--- src/design/hryc_pkg.sv ---
`timescale 1ns / 1ps
// Shared types, constants and tables of the hover rudder yaw control law.
package hryc_pkg;

  localparam int CfgDataW = 16;

  localparam logic [15:0]        PropGainRst  = 16'd4096;
  localparam logic [15:0]        DerivGainRst = 16'd4096;
  localparam logic signed [15:0] OverrideRst  = 16'sd0;
  localparam logic signed [15:0] TrimRst      = 16'sd0;

  localparam int PiQ16     = 205887;
  localparam int HalfPiQ16 = 102944;
  localparam int PiQ13     = 25736;
  localparam int K064Q16   = 41943;
  localparam int K02Q29    = 107374182;
  localparam int K03Q16    = 19661;
  localparam int K06Q16    = 39322;
  localparam int CosOne    = 16384;
  localparam int WOne      = 65536;

  localparam int CordicSteps = 16;
  localparam int AtanQ16 [CordicSteps] = '{
    51472, 30386, 16055, 8150, 4091, 2047, 1024, 512,
    256, 128, 64, 32, 16, 8, 4, 2
  };

  typedef enum logic [1:0] {
    CFG_PROP_GAIN  = 2'd0,
    CFG_DERIV_GAIN = 2'd1,
    CFG_OVERRIDE   = 2'd2,
    CFG_YAW_TRIM   = 2'd3
  } cfg_idx_t;

  typedef struct packed {
    logic signed [15:0] rot_xz;
    logic signed [15:0] rot_yz;
    logic signed [15:0] rot_zz;
    logic signed [15:0] rot_xy;
    logic signed [15:0] rot_yy;
    logic signed [15:0] rot_zy;
    logic signed [15:0] yaw_rate;
    logic signed [15:0] yaw_rate_mean;
  } in_item_t;

  typedef struct packed {
    logic signed [15:0] rudder_command;
    logic               command_clipped;
  } out_item_t;

endpackage

--- src/design/hryc_sqrt.sv ---
`timescale 1ns / 1ps
// Pipelined integer square root, one root bit per stage, with side data.
module hryc_sqrt
  import hryc_pkg::*;
#(
  parameter int RootW = 23,
  parameter int SideW = 8
) (
  input  logic               clk,
  input  logic               rst_n,
  input  logic               en,
  input  logic               in_valid,
  input  logic [2*RootW-1:0] in_rad,
  input  logic [SideW-1:0]   in_side,
  output logic               out_valid,
  output logic [RootW-1:0]   out_root,
  output logic [SideW-1:0]   out_side
);

  logic               v_r    [RootW];
  logic [2*RootW-1:0] rad_r  [RootW];
  logic [RootW+1:0]   rem_r  [RootW];
  logic [RootW-1:0]   root_r [RootW];
  logic [SideW-1:0]   side_r [RootW];

  for (genvar j = 0; j < RootW; j++) begin : g_stage
    logic               pv;
    logic [2*RootW-1:0] prad;
    logic [RootW+1:0]   prem;
    logic [RootW-1:0]   proot;
    logic [SideW-1:0]   pside;
    logic [RootW+1:0]   pre;
    logic [RootW+1:0]   trial;
    logic               ge;

    if (j == 0) begin : g_first
      assign pv    = in_valid;
      assign prad  = in_rad;
      assign prem  = '0;
      assign proot = '0;
      assign pside = in_side;
    end else begin : g_next
      assign pv    = v_r[j-1];
      assign prad  = rad_r[j-1];
      assign prem  = rem_r[j-1];
      assign proot = root_r[j-1];
      assign pside = side_r[j-1];
    end

    assign pre   = {prem[RootW-1:0], prad[2*RootW-1 -: 2]};
    assign trial = {proot, 2'b01};
    assign ge    = (pre >= trial);

    always_ff @(posedge clk) begin
      if (!rst_n) begin
        v_r[j] <= 1'b0;
      end else if (en) begin
        v_r[j] <= pv;
      end
    end

    always_ff @(posedge clk) begin
      if (en) begin
        rad_r[j]  <= prad << 2;
        rem_r[j]  <= ge ? (pre - trial) : pre;
        root_r[j] <= {proot[RootW-2:0], ge};
        side_r[j] <= pside;
      end
    end
  end

  assign out_valid = v_r[RootW-1];
  assign out_root  = root_r[RootW-1];
  assign out_side  = side_r[RootW-1];

endmodule

--- config.mk ---
export PLATFORM = sky130hd
export DESIGN_NAME = hryc_sqrt
export DESIGN_NICKNAME = d
export VERILOG_FILES = /design/src/design/hryc_pkg.sv /design/src/design/hryc_sqrt.sv
export SDC_FILE = /design/constraint.sdc
export NUM_CORES = 2
export LEC_CHECK = 0
export BUFFER_PORTS_ARGS = -buffer_cell sky130_fd_sc_hd__buf_2
export CAP_MARGIN = 20
export CORE_MARGIN = 1.5
export CORE_UTILIZATION = 35
export CTS_BUF_LIST = sky130_fd_sc_hd__clkbuf_4
export CTS_CLUSTER_DIAMETER = 120
export CTS_CLUSTER_SIZE = 40
export DETAILED_ROUTE_END_ITERATION = 7
export GPL_ROUTABILITY_DRIVEN = 0
export PLACE_DENSITY = 0.59
export SLEW_MARGIN = 20
export SYNTH_ARGS = -nofsm -noshare
export SYNTH_HDL_FRONTEND = slang
export SYNTH_SLANG_ARGS = --single-unit
--- constraint.sdc ---
create_clock -name clk -period 3.62 [get_ports clk]
set_input_delay 0.543 -clock clk [delete_from_list [all_inputs] [get_ports clk]]
set_output_delay 0.543 -clock clk [all_outputs]
set_load 0.01 [all_outputs]
==> flow_summary.toml <==
[floorplanning]
dieArea_sq_um = 186000
die_w_microns = 431
row_count = 156
coreArea_sq_um = 181000
io_pins = 90
die_y_microns = 431
start_util = 0.354

[hold_path]
hp-start = "in_rad[45]"
holdPathStages = 3
min_to = "root_r[0][0]"
hold_path_class = "in2reg"

[critical_path]
cpMostUsedCell = "o221a_2"
crit_buf_inv = 1
crit_path_top_delay_cell = "edfxtp_1"
cp_data_arrival_time_ns = 4.40
crit_path_max_fanout = 35
crit_family = "compound AO/OA/AOI/OAI gates"
path_cells = "ha_1, or3_1, o221a_2, o221a_2, a221oi_1, o21ai_1, nand2_1, nand3_2, buf_4, mux2_2"
crit_path_start_kind = "register"
r2r_cells = 10
regToRegSetupSlack_ns = 0.23
required_ns = 4.63
crit_path_max_incr_delay_ns = 0.49
critPathKind = "reg2reg"
r2r_end = "rem_r[4][82]"
worstSetupEndpointType = "register"
r2r_start = "rem_r[4][51]"

[final_layout]
layout.nets = 5192
multi_input_area_sq_um = 18400
seqCellArea_sq_um = 44000
drive_above_1_share = 0.0669
design_area_sq_um = 69900
fillers = 16900
area_growth_pct = 8.98

[detailed_routing]
dr.pass1.iters = 7
wire_per_inst_microns = 14.8
ant_nets = 0
route.detailed.drc = 0
drt_wl_total_microns = 107000
dr.first_iter.drc_count = 2250
via_per_inst = 4.78
dr_total_vias = 34600

[yosys]
syn_nets = 4952
synth-seq-cells = 1467
syn_inst = 4594
synth_edf_count = 1466
yosysUniqueCellTypes = 86
yosysWarnings = 0
synth_top_flop_cell = "edfxtp_1"
avgSynthCellArea_sq_um = 14.0
synthesis.area_sq_um = 64100
synthArstFlopShare = 0
ys_seq_area_frac = 0.687

[power]
pwr_density_cell_nw_per_um2 = 505
p_leak_nw = 26.1
irDropWorstVdd_mv = 0.346

[clocking]
post_cts_buffers = 0
tritoncts = "built"
htreeDepth = 2
cts.clk_slew.worst_paths_ns = 0.35
cts_buffers = 48
clk_latency_ns = 1.21
cts_max_path_buffers = 3
clkSinkCount = 1467
clock-root-buffer = "clkbuf_4"

[timing]
fin_setup_tns_ns = 0
finalSetupViolCount = 0
finalCritPeriodShare = 0.937
fin_crit_ns = 3.39
rsz0062_at_grt = "false"
fin_skew_ns = 0.127
max_freq_mhz = 295
tightest_slew_ns = 0.764
hold_viol_final = 0
drv_slew = 0
relSlewSlack = 0.484

[global_routing]
first_global_vias = 33700
track_usage = 0.113
grt_max_degree = 129
grt.overflow.total = 0
antenna_found_initial = 7
grt_pass1_wl_microns = 173000

[job]
drv_cap = 0

[placed_design]
placed_cell_area_sq_um = 68000
dpl.hpwl_microns = 74800
port_buffers = 89

[status]
status = "finished, final reports clean"
-- how the worst max path moves through the flow --
stage / start / endpoint / slack [ns] / cells past startpoint
final: rem_r[4][51] / rem_r[4][82] / 0.23 / 10
after global routing: rem_r[4][51] / rem_r[4][82] / 0.05 / 10
after CTS: rem_r[4][51] / rem_r[4][82] / 0.23 / 10
after detailed placement: rem_r[4][51] / rem_r[4][82] / 0.28 / 10
after global placement: rem_r[3][75] / rem_r[4][22] / 0.27 / 10
after floorplan: rem_r[3][75] / rem_r[4][20] / 0.56 / 10
-- state kept, by name, indices dropped and copies added (netlist names) --
register / flops
v_r: 23
side_r: 184
root_r: 276
rad_r: 506
rem_r: 478
-- repair_timing --
action,CTS,global route
endpoints found under the hold margin,469,0
resized for setup,0,1
setup endpoints to repair,0,4
hold buffers,112,0
-- where the power goes --
group | internal (mW) | switching [mW]
Sequential | 21.1 | 1.03
Clock | 0.988 | 4.88
Combinational | 3.25 | 4.05
Total | 25.3 | 9.96
-- cells in the final DEF (no fill, tap or decap), types with 16 or more instances in the layout --
cell | synthesis | layout
edfxtp_1 | 1466 | 1466
inv_1 | 374 | 374
ha_1 | 300 | 300
nand2_1 | 299 | 299
nor2_1 | 256 | 255
a21oi_1 | 239 | 238
o21ai_0 | 230 | 229
xor2_1 | 191 | 191
xnor2_1 | 180 | 180
nor3_1 | 112 | 112
dlygate4sd3_1 | 0 | 112
a21o_1 | 99 | 99
buf_2 | 7 | 88
nand2b_1 | 61 | 61
nand3_1 | 58 | 58
o21a_1 | 57 | 57
clkbuf_4 | 0 | 52
buf_4 | 0 | 47
and3_1 | 46 | 46
or3_1 | 44 | 44
mux2_2 | 44 | 44
nor4_1 | 45 | 44
nor2b_1 | 41 | 41
o31ai_1 | 36 | 36
nand4_1 | 35 | 35
or4_1 | 30 | 30
a31oi_1 | 22 | 22
buf_12 | 0 | 19
o21bai_1 | 18 | 18
or2_2 | 16 | 16
-- kinds of logic after synthesis --
| family | Yosys count | share of synthesized area |
|---|---|---|
| multiplexers | 58 | 0.0101 |
| XOR/XNOR | 371 | 0.0507 |
| flip-flops | 1467 | 0.687 |
| other | 1 | 0.0000585 |
| AO/OA/AOI/OAI | 836 | 0.0815 |
| adder cells (fa/ha/maj) | 300 | 0.0585 |
| AND/OR/NAND/NOR | 1108 | 0.0856 |
| buffers and inverters | 453 | 0.0268 |
-- synthesized netlist by cell type (45+ instances only) --
cell,number,area share
a21o_1,99,0.012
and3_1,46,0.0045
nand2b_1,61,0.0060
xor2_1,191,0.026
o21a_1,57,0.0067
nand3_1,58,0.0045
nand2_1,299,0.017
nor3_1,112,0.0087
o21ai_0,230,0.018
inv_1,374,0.022
clkbuf_1,67,0.0039
a21oi_1,239,0.019
nor2_1,256,0.015
nor4_1,45,0.0044
xnor2_1,180,0.025
edfxtp_1,1466,0.69
ha_1,300,0.059
-- final cells by class --
class | instances | share of cell area
sequential | 1467 | 0.630
multi-input combinational | 2674 | 0.263
tap | 2370 | 0.0424
timing repair buffer | 266 | 0.0328
inverter | 377 | 0.0203
clock buffer | 52 | 0.00559
clock inverter | 22 | 0.00503
antenna | 13 | 0.000465
-- tightest hold or removal path: cells and delay by family --
kind	cells	cell delay (ns)
simple gates	1	0.09
buf+inv	2	0.63
-- layer usage --
| layer | wire length [microns] | vias up | global-route usage |
|---|---|---|---|
| li1 | - | 17400 | - |
| met1 | 50100 | 16600 | 0.150 |
| met2 | 51500 | 444 | 0.193 |
| met3 | 3030 | 144 | 0.0145 |
| met4 | 2690 | 10 | 0.0315 |
| met5 | 73 | - | 0 |
-- metrics by stage --
| step | setup WS [ns] | instances | power, mW | utilization | hold slack [ns] |
|---|---|---|---|---|---|
| 6_report | 0.227 | 7241 | 35.3 | 0.385 | 0.224 |
| 5_1_grt | 0.0528 | 7238 | 37.4 | 0.385 | 0.0608 |
| 3_3_place_gp | 0.266 | 7042 | 29.6 | 0.375 | 0.400 |
| 3_5_place_dp | 0.275 | 7042 | 29.7 | 0.375 | 0.405 |
| 4_1_cts | 0.227 | 7228 | 35.8 | 0.385 | 0.00828 |
| 2_1_floorplan | 0.564 | 4594 | 27.5 | - | 0.400 |
(Power assumes the default switching activity.)
